### config.mk
export PLATFORM = sky130hd
export DESIGN_NAME = touch_swipe_direction_detector
export DESIGN_NICKNAME = d
export VERILOG_FILES = /design/src/design/swd_pkg.sv /design/src/design/swd_tracker.sv /design/src/design/swd_classify.sv /design/src/design/touch_swipe_direction_detector.sv
export SDC_FILE = /design/constraint.sdc
export NUM_CORES = 2
export LEC_CHECK = 0
export ABC_AREA = 1
export BUFFER_PORTS_ARGS = -buffer_cell sky130_fd_sc_hd__buf_2
export CAP_MARGIN = 40
export CELL_PAD_IN_SITES_DETAIL_PLACEMENT = 1
export CELL_PAD_IN_SITES_GLOBAL_PLACEMENT = 2
export CORE_ASPECT_RATIO = 0.7
export CORE_MARGIN = 5
export CORE_UTILIZATION = 44
export CTS_BUF_LIST = sky130_fd_sc_hd__clkbuf_8
export DETAILED_ROUTE_END_ITERATION = 6
export GPL_TIMING_DRIVEN = 0
export PLACE_DENSITY = 0.86
export SLEW_MARGIN = 10
export SYNTH_ARGS = -nofsm -noshare
export SYNTH_HDL_FRONTEND = slang
export SYNTH_HIERARCHICAL = 1
export SYNTH_SLANG_ARGS = --single-unit
### constraint.sdc
create_clock -name clk -period 20 [get_ports clk]
set_clock_uncertainty 0.05 [all_clocks]
set_input_delay 1 -clock clk [delete_from_list [all_inputs] [get_ports clk]]
set_output_delay 1 -clock clk [all_outputs]
set_load 0.03 [all_outputs]
### src/design/swd_pkg.sv
package swd_pkg;

    // fixed field widths
    localparam int CFG_IDX_BITS   = 2;
    localparam int CFG_DATA_BITS  = 16;
    localparam int MIN_BITS       = 12;
    localparam int SETTLE_BITS    = 12;
    localparam int SETTLE_SQ_BITS = 2 * SETTLE_BITS;
    localparam int RATIO_BITS     = 16;
    localparam int DIR_BITS       = 3;
    localparam int OUT_TDATA_BITS = 8;

    // register indexes
    localparam logic [CFG_IDX_BITS-1:0] CFG_MIN_DISTANCE    = 2'd0;
    localparam logic [CFG_IDX_BITS-1:0] CFG_SETTLE_DISTANCE = 2'd1;
    localparam logic [CFG_IDX_BITS-1:0] CFG_AXIS_RATIO      = 2'd2;

    // register reset values
    localparam logic [MIN_BITS-1:0]       MIN_DISTANCE_RST = 12'd24;
    localparam logic [SETTLE_SQ_BITS-1:0] SETTLE_SQ_RST    = 24'd9;  // 3 squared
    localparam logic [RATIO_BITS-1:0]     AXIS_RATIO_RST   = 16'd256;

    // op codes
    localparam logic OP_SAMPLE  = 1'b0;
    localparam logic OP_RELEASE = 1'b1;

    // direction codes
    localparam logic [DIR_BITS-1:0] DIR_NONE  = 3'd0;
    localparam logic [DIR_BITS-1:0] DIR_UP    = 3'd1;
    localparam logic [DIR_BITS-1:0] DIR_DOWN  = 3'd2;
    localparam logic [DIR_BITS-1:0] DIR_LEFT  = 3'd3;
    localparam logic [DIR_BITS-1:0] DIR_RIGHT = 3'd4;

    // shape of the peak displacement, tracker to classifier
    typedef struct packed {
        logic horiz;     // |dx| > |dy|
        logic negative;  // major-axis displacement is negative
    } swd_flags_t;

endpackage

### src/design/swd_tracker.sv
module swd_tracker #(
    parameter int COORD_BITS = 12
) (
    input  logic                                clk,
    input  logic                                rst_n,
    input  logic                                step,
    input  logic                                op,
    input  logic [COORD_BITS-1:0]               pos_x,
    input  logic [COORD_BITS-1:0]               pos_y,
    input  logic [swd_pkg::SETTLE_SQ_BITS-1:0]  settle_sq,
    output logic                                tracking,
    output logic [COORD_BITS-1:0]               far_major,
    output logic [COORD_BITS-1:0]               far_minor,
    output swd_pkg::swd_flags_t                 far_flags
);
    import swd_pkg::*;

    localparam int C  = COORD_BITS;
    localparam int SQ = 2 * C;
    localparam int DW = SQ + 1;
    localparam int CW = (DW > SETTLE_SQ_BITS) ? DW : SETTLE_SQ_BITS;

    logic          tracking_reg;
    logic [C-1:0]  origin_x_reg, origin_y_reg;
    logic [C-1:0]  settled_x_reg, settled_y_reg;
    logic [DW-1:0] s_dist_reg, f_dist_reg;
    logic [C-1:0]  s_major_reg, s_minor_reg, f_major_reg, f_minor_reg;
    swd_flags_t    s_flags_reg, f_flags_reg;

    logic [C-1:0]  ps_ax, ps_ay, po_ax, po_ay;
    logic          po_xneg, po_yneg;
    logic [SQ-1:0] sq_ps_x, sq_ps_y, sq_po_x, sq_po_y;
    logic [DW-1:0] d_ps, d_po;
    logic          move;
    logic [C-1:0]  po_major, po_minor;
    swd_flags_t    po_flags;
    logic [DW-1:0] ns_dist;
    logic [C-1:0]  ns_major, ns_minor;
    swd_flags_t    ns_flags;
    logic          grow;

    // displacements of the sample from the settled point and from the origin
    always_comb
    begin
        ps_ax   = (pos_x >= settled_x_reg) ? pos_x - settled_x_reg : settled_x_reg - pos_x;
        ps_ay   = (pos_y >= settled_y_reg) ? pos_y - settled_y_reg : settled_y_reg - pos_y;
        po_xneg = pos_x < origin_x_reg;
        po_yneg = pos_y < origin_y_reg;
        po_ax   = po_xneg ? origin_x_reg - pos_x : pos_x - origin_x_reg;
        po_ay   = po_yneg ? origin_y_reg - pos_y : pos_y - origin_y_reg;
    end

    assign sq_ps_x = SQ'(ps_ax) * SQ'(ps_ax);
    assign sq_ps_y = SQ'(ps_ay) * SQ'(ps_ay);
    assign sq_po_x = SQ'(po_ax) * SQ'(po_ax);
    assign sq_po_y = SQ'(po_ay) * SQ'(po_ay);
    assign d_ps    = DW'(sq_ps_x) + DW'(sq_ps_y);
    assign d_po    = DW'(sq_po_x) + DW'(sq_po_y);

    assign move = CW'(d_ps) >= CW'(settle_sq);

    always_comb
    begin
        po_flags.horiz    = po_ax > po_ay;
        po_flags.negative = po_flags.horiz ? po_xneg : po_yneg;
        po_major          = po_flags.horiz ? po_ax : po_ay;
        po_minor          = po_flags.horiz ? po_ay : po_ax;
    end

    // settled point after this sample, then peak follows it if at least as far
    always_comb
    begin
        ns_dist  = move ? d_po     : s_dist_reg;
        ns_major = move ? po_major : s_major_reg;
        ns_minor = move ? po_minor : s_minor_reg;
        ns_flags = move ? po_flags : s_flags_reg;
        grow     = ns_dist >= f_dist_reg;
    end

    always_ff @(posedge clk or negedge rst_n)
    begin
        if (!rst_n)
        begin
            tracking_reg <= 1'b0;
        end
        else if (step)
        begin
            tracking_reg <= (op == OP_SAMPLE);
        end
    end

    always_ff @(posedge clk)
    begin
        if (step && op == OP_SAMPLE)
        begin
            if (!tracking_reg)
            begin
                origin_x_reg  <= pos_x;
                origin_y_reg  <= pos_y;
                settled_x_reg <= pos_x;
                settled_y_reg <= pos_y;
                s_dist_reg    <= '0;
                s_major_reg   <= '0;
                s_minor_reg   <= '0;
                s_flags_reg   <= '0;
                f_dist_reg    <= '0;
                f_major_reg   <= '0;
                f_minor_reg   <= '0;
                f_flags_reg   <= '0;
            end
            else
            begin
                if (move)
                begin
                    settled_x_reg <= pos_x;
                    settled_y_reg <= pos_y;
                end
                s_dist_reg  <= ns_dist;
                s_major_reg <= ns_major;
                s_minor_reg <= ns_minor;
                s_flags_reg <= ns_flags;
                if (grow)
                begin
                    f_dist_reg  <= ns_dist;
                    f_major_reg <= ns_major;
                    f_minor_reg <= ns_minor;
                    f_flags_reg <= ns_flags;
                end
            end
        end
    end

    assign tracking  = tracking_reg;
    assign far_major = f_major_reg;
    assign far_minor = f_minor_reg;
    assign far_flags = f_flags_reg;

endmodule

### src/design/swd_classify.sv
module swd_classify #(
    parameter int COORD_BITS = 12
) (
    input  logic                            tracking,
    input  logic [COORD_BITS-1:0]           far_major,
    input  logic [COORD_BITS-1:0]           far_minor,
    input  swd_pkg::swd_flags_t             far_flags,
    input  logic [swd_pkg::MIN_BITS-1:0]    min_distance,
    input  logic [swd_pkg::RATIO_BITS-1:0]  axis_ratio_q8,
    output logic [swd_pkg::DIR_BITS-1:0]    direction
);
    import swd_pkg::*;

    localparam int C  = COORD_BITS;
    localparam int MW = (C > MIN_BITS) ? C : MIN_BITS;
    localparam int PW = C + RATIO_BITS;

    logic          too_short;
    logic [PW-1:0] major_q8;
    logic [PW-1:0] minor_scaled;
    logic          too_skewed;

    assign too_short    = MW'(far_major) < MW'(min_distance);
    assign major_q8     = PW'({far_major, 8'd0});
    assign minor_scaled = PW'(far_minor) * PW'(axis_ratio_q8);
    assign too_skewed   = major_q8 < minor_scaled;

    always_comb
    begin
        if (!tracking || too_short || too_skewed)
            direction = DIR_NONE;
        else if (far_flags.horiz)
            direction = far_flags.negative ? DIR_LEFT : DIR_RIGHT;
        else
            direction = far_flags.negative ? DIR_UP : DIR_DOWN;
    end

endmodule

### src/design/touch_swipe_direction_detector.sv
// Touch swipe direction detector.
//
// Slave stream: one transfer per touch event. s_tuser is the op (sample or
// release); s_tdata carries the position. Master stream: one transfer per
// release, m_tdata holds the direction (none, up, down, left, right).
// Samples produce no output transfer.
//
// Timing: an input transfer lands in the input register; the tracker and
// classifier then work on it and the direction lands in the output
// register, which drives m_tvalid for a release.
// Throughput is one transfer per cycle unless a release waits on a full
// output register; the tracker state loop is combinational between its
// registers (parallel squared-distance compares, then the peak update).
// Stall: while the output register is full and not taken, a release waiting
// in the input register holds and s_tready drops; samples still flow through.
// Reset clears the tracker (no gesture) and both registers; the config
// registers return to min 24, settle 3, ratio 1.0 (Q8.8 256).
// Config writes (cfg_we/cfg_index/cfg_data) take effect at once; do them
// only while no transfer is in flight.
module touch_swipe_direction_detector #(
    parameter int COORD_BITS = 12
) (
    input  logic                                 clk,
    input  logic                                 rst_n,
    // config write port
    input  logic                                 cfg_we,
    input  logic [swd_pkg::CFG_IDX_BITS-1:0]     cfg_index,
    input  logic [swd_pkg::CFG_DATA_BITS-1:0]    cfg_data,
    // slave stream
    input  logic                                 s_tvalid,
    output logic                                 s_tready,
    input  logic [((2*COORD_BITS+7)/8)*8-1:0]    s_tdata,   // pos_x, pos_y, zero pad
    input  logic                                 s_tuser,   // op
    // master stream
    output logic                                 m_tvalid,
    input  logic                                 m_tready,
    output logic [swd_pkg::OUT_TDATA_BITS-1:0]   m_tdata    // direction, zero pad
);
    import swd_pkg::*;

    localparam int C = COORD_BITS;

    // config registers; settle distance kept squared
    logic [MIN_BITS-1:0]       min_dist_reg;
    logic [SETTLE_SQ_BITS-1:0] settle_sq_reg;
    logic [RATIO_BITS-1:0]     ratio_reg;
    logic [SETTLE_BITS-1:0]    cfg_settle;

    // input register
    logic         in_valid_reg;
    logic         in_op_reg;
    logic [C-1:0] in_x_reg, in_y_reg;

    // output register
    logic                out_valid_reg;
    logic [DIR_BITS-1:0] out_dir_reg;

    logic                out_free;
    logic                advance;
    logic                tracking;
    logic [C-1:0]        far_major, far_minor;
    swd_flags_t          far_flags;
    logic [DIR_BITS-1:0] direction;

    assign cfg_settle = cfg_data[SETTLE_BITS-1:0];

    always_ff @(posedge clk or negedge rst_n)
    begin
        if (!rst_n)
        begin
            min_dist_reg  <= MIN_DISTANCE_RST;
            settle_sq_reg <= SETTLE_SQ_RST;
            ratio_reg     <= AXIS_RATIO_RST;
        end
        else if (cfg_we)
        begin
            unique case (cfg_index)
                CFG_MIN_DISTANCE:    min_dist_reg  <= cfg_data[MIN_BITS-1:0];
                CFG_SETTLE_DISTANCE: settle_sq_reg <= SETTLE_SQ_BITS'(cfg_settle)
                                                      * SETTLE_SQ_BITS'(cfg_settle);
                CFG_AXIS_RATIO:      ratio_reg     <= cfg_data[RATIO_BITS-1:0];
                default:             ;  // unmapped index, ignored
            endcase
        end
    end

    // a release needs a free output slot, a sample never waits
    assign out_free = !out_valid_reg || m_tready;
    assign advance  = in_valid_reg && (in_op_reg == OP_SAMPLE || out_free);
    assign s_tready = !in_valid_reg || advance;

    always_ff @(posedge clk or negedge rst_n)
    begin
        if (!rst_n)
        begin
            in_valid_reg <= 1'b0;
        end
        else if (s_tready)
        begin
            in_valid_reg <= s_tvalid;
        end
    end

    always_ff @(posedge clk)
    begin
        if (s_tready && s_tvalid)
        begin
            in_op_reg <= s_tuser;
            in_x_reg  <= s_tdata[C-1:0];
            in_y_reg  <= s_tdata[2*C-1:C];
        end
    end

    swd_tracker #(
        .COORD_BITS(COORD_BITS)
    ) u_tracker (
        .clk       (clk),
        .rst_n     (rst_n),
        .step      (advance),
        .op        (in_op_reg),
        .pos_x     (in_x_reg),
        .pos_y     (in_y_reg),
        .settle_sq (settle_sq_reg),
        .tracking  (tracking),
        .far_major (far_major),
        .far_minor (far_minor),
        .far_flags (far_flags)
    );

    swd_classify #(
        .COORD_BITS(COORD_BITS)
    ) u_classify (
        .tracking      (tracking),
        .far_major     (far_major),
        .far_minor     (far_minor),
        .far_flags     (far_flags),
        .min_distance  (min_dist_reg),
        .axis_ratio_q8 (ratio_reg),
        .direction     (direction)
    );

    always_ff @(posedge clk or negedge rst_n)
    begin
        if (!rst_n)
        begin
            out_valid_reg <= 1'b0;
        end
        else if (advance && in_op_reg == OP_RELEASE)
        begin
            out_valid_reg <= 1'b1;
        end
        else if (m_tready)
        begin
            out_valid_reg <= 1'b0;
        end
    end

    always_ff @(posedge clk)
    begin
        if (advance && in_op_reg == OP_RELEASE)
        begin
            out_dir_reg <= direction;
        end
    end

    assign m_tvalid = out_valid_reg;
    assign m_tdata  = {(OUT_TDATA_BITS-DIR_BITS)'(0), out_dir_reg};

endmodule

==> qor.txt <==
CTS Buffer Depth -> 3
met3 WL -> 8.30 mm
fin. max-slew vios -> 0
fin crit share -> 66.5%
I/O pin total -> 58
slowest cell on the critical path -> fa_1
Syn Std Cell Area -> 43300 um2
critical-path maximum fanout -> 34
hold_ws -> 0.333 ns
Placer Congestion -> 0.922
status -> finished clean
share of cells above drive strength 1 -> 6.58%
CTS resizes -> 0
Clock Latency Late Sink -> 0.64 ns
Initial Utilization -> 44.3%
Post-synth ARST share -> 23.3%
final hold violations -> 0
register clock-pin slew on the reported worst setup and hold paths -> 0.07 ns
startpoint types -> flip-flop
H-tree Lvls -> 2
largest net degree at the start of global routing -> 55
full die area -> 105000 um2
max_cap viols -> 0
CP Data Arrival Time -> 13.55 ns
Critical Path RT -> 20.25 ns
Worst-Margin Slew -> 0.841 ns
Buffers on Ports -> 52
clk sink count -> 232
gr usage total -> 25.5%
Crit. End Element -> flip-flop
Nets -> 6678
CTS tree -> done
Die W -> 385 um
most used cell along the critical path -> nand2_1
unrepaired setup endpoints after global routing -> no
Die Y -> 272 um
first-pass GRT wire length -> 210 mm
DRT Pass-1 Iters -> 7
final instance area -> 46300 um2
Crit Path Class -> flip-flop to flip-flop
Most used DFF post-synth -> edfxtp_1
FMAX -> 75.2 MHz
vias in the first global route -> 37500
Core ar. -> 97800 um2
#FFs+latches synth -> 232
# rows -> 96
Worst path max stage delay -> 0.55 ns
Synth warnings -> 6
synthesized area per cell -> 8.04 um2
Min-Delay Path Class -> input port to async pin
Placed Area -> 45400 um2
Vias/cell -> 5.01
Final HPWL DP -> 113 mm
synth unique cells -> 62
Setup Viol. Count Final -> 0
ANT nets after route -> 0
Layout area overhead -> 7.04%
top layer in use -> met4
root buffer cell -> clkbuf_8
wire length on met1 -> 66.5 mm
CTS buffer count -> 45
total congestion overflow -> 0
commonest non-fill, non-tap cells in the layout -> inv_1, nand2_1, fa_1
fin crit period -> 13.30 ns
# Post-CTS Setup Buffers -> 0
Rel. slew slack -> 43.4%
via count -> 34400
drt total wl -> 131 mm
Fillers -> 12100
Hold-fix buffers, CTS -> 0
met2 wire len -> 54.1 mm
Fin Setup TNS -> 0 ns
sequential fraction of the synthesis area -> 15.5%
# DRC -> 0
initial antenna violation count -> 5
EDFF count, synth -> 178
drt first-iter violations -> 2078
commonest non-fill, non-tap cell in the layout -> inv_1
Routed WL per cell -> 19.1 um
Cells after Synth -> 5385
final timing paths:
check | start | end | slack [ns] | cells past startpoint
setup / recovery | in_x_reg[0] | u_tracker/far_major[10] | 6.70 | 54
hold / removal | rst_n | settle_sq_reg[2] | 0.33 | 2
setup reg to reg | in_x_reg[0] | u_tracker/far_major[10] | 6.70 | 54
hold reg to reg | settle_sq_reg[3] | settle_sq_reg[3] | 0.42 | 2
max in group asynchronous | rst_n | settle_sq_reg[0] | 19.23 | 2
min in group clk | settle_sq_reg[3] | settle_sq_reg[3] | 0.42 | 2
critical path: cells and delay by family, from the launching register on:
kind	cells	cell delay [ns]
buf+inv	14	2.46
simple gates	18	2.63
xor+xnor	1	0.17
flops	1	0.51
fa+ha+maj	12	5.18
compound gates	9	1.89
stage by stage:
| stage | utilization, % | instances | setup WS (ns) |
|---|---|---|---|
| after floorplan | - | 5390 | 8.70 |
| after global placement | 46.2 | 6765 | 5.69 |
| after detailed placement | 46.4 | 6772 | 6.74 |
| after CTS | 47.4 | 6854 | 6.68 |
| after global routing | 47.4 | 6856 | 5.84 |
| final | 47.4 | 6856 | 6.70 |
synth_stat cells (all sizes together), types with 2 or more instances:
cell       n  area, um2
nand3    174        933
fa       625      12500
nand2   1147       4460
o21bai    21        158
xor2      95        832
dfstp      5        131
a21o      14        113
o21a       4       30.0
nand3b    16        120
o21ai    152        787
nor3b      2       15.0
buf       74        547
a211oi     4       30.0
xnor2     51        447
a21boi     7       52.6
inv     1421       5340
or2        4       27.5
clkbuf    68        258
dfrtp     49       1230
edfxtp   178       5350
nor4       5       31.3
and2       5       32.5
nand4     40        256
nor3      24        151
ha       508       6360
a21oi    201       1020
nor2     463       1870
a31oi     12       75.1
o211ai     4       35.0
mux2       4       45.0
cell families (layout without fill, tap and decap cells):
group / count (synthesis) / count (layout) / synth area share [%]
muxes: 4 / 4 / 0.104
buffers and inverters: 1564 / 1706 / 14.2
and+or+nand+nor: 1882 / 1882 / 18.3
xor gates and xnor gates: 146 / 146 / 2.95
DFF: 232 / 232 / 15.5
adders and majority gates: 1133 / 1133 / 43.6
AOI/OAI and AO/OA: 423 / 423 / 5.39
other: 1 / 7 / 0.00866
metal layers:
| metal | vias up | global-route usage (%) |
|---|---|---|
| met5 | - | 0 |
| met4 | 0 | 3.65 |
| met3 | 91 | 4.92 |
| met2 | 700 | 37.9 |
| met1 | 17300 | 39.2 |
| li1 | 16300 | - |
final cells by class:
class / count / area (um2) / share of cell area, %
Clock buffer: 49 / 674 / 1.46
Buffer: 142 / 805 / 1.74
Multi-Input combinational cell: 3594 / 30500 / 65.8
Inverter: 1422 / 5340 / 11.5
Timing Repair Buffer: 60 / 423 / 0.913
Clock inverter: 33 / 241 / 0.521
Sequential cell: 232 / 6700 / 14.5
Antenna cell: 1 / 2.50 / 0.00540
Tap cell: 1323 / 1660 / 3.57
Power is not shown: default switching activity piles up to over one toggle a cycle in this logic, so the estimate is an artifact.
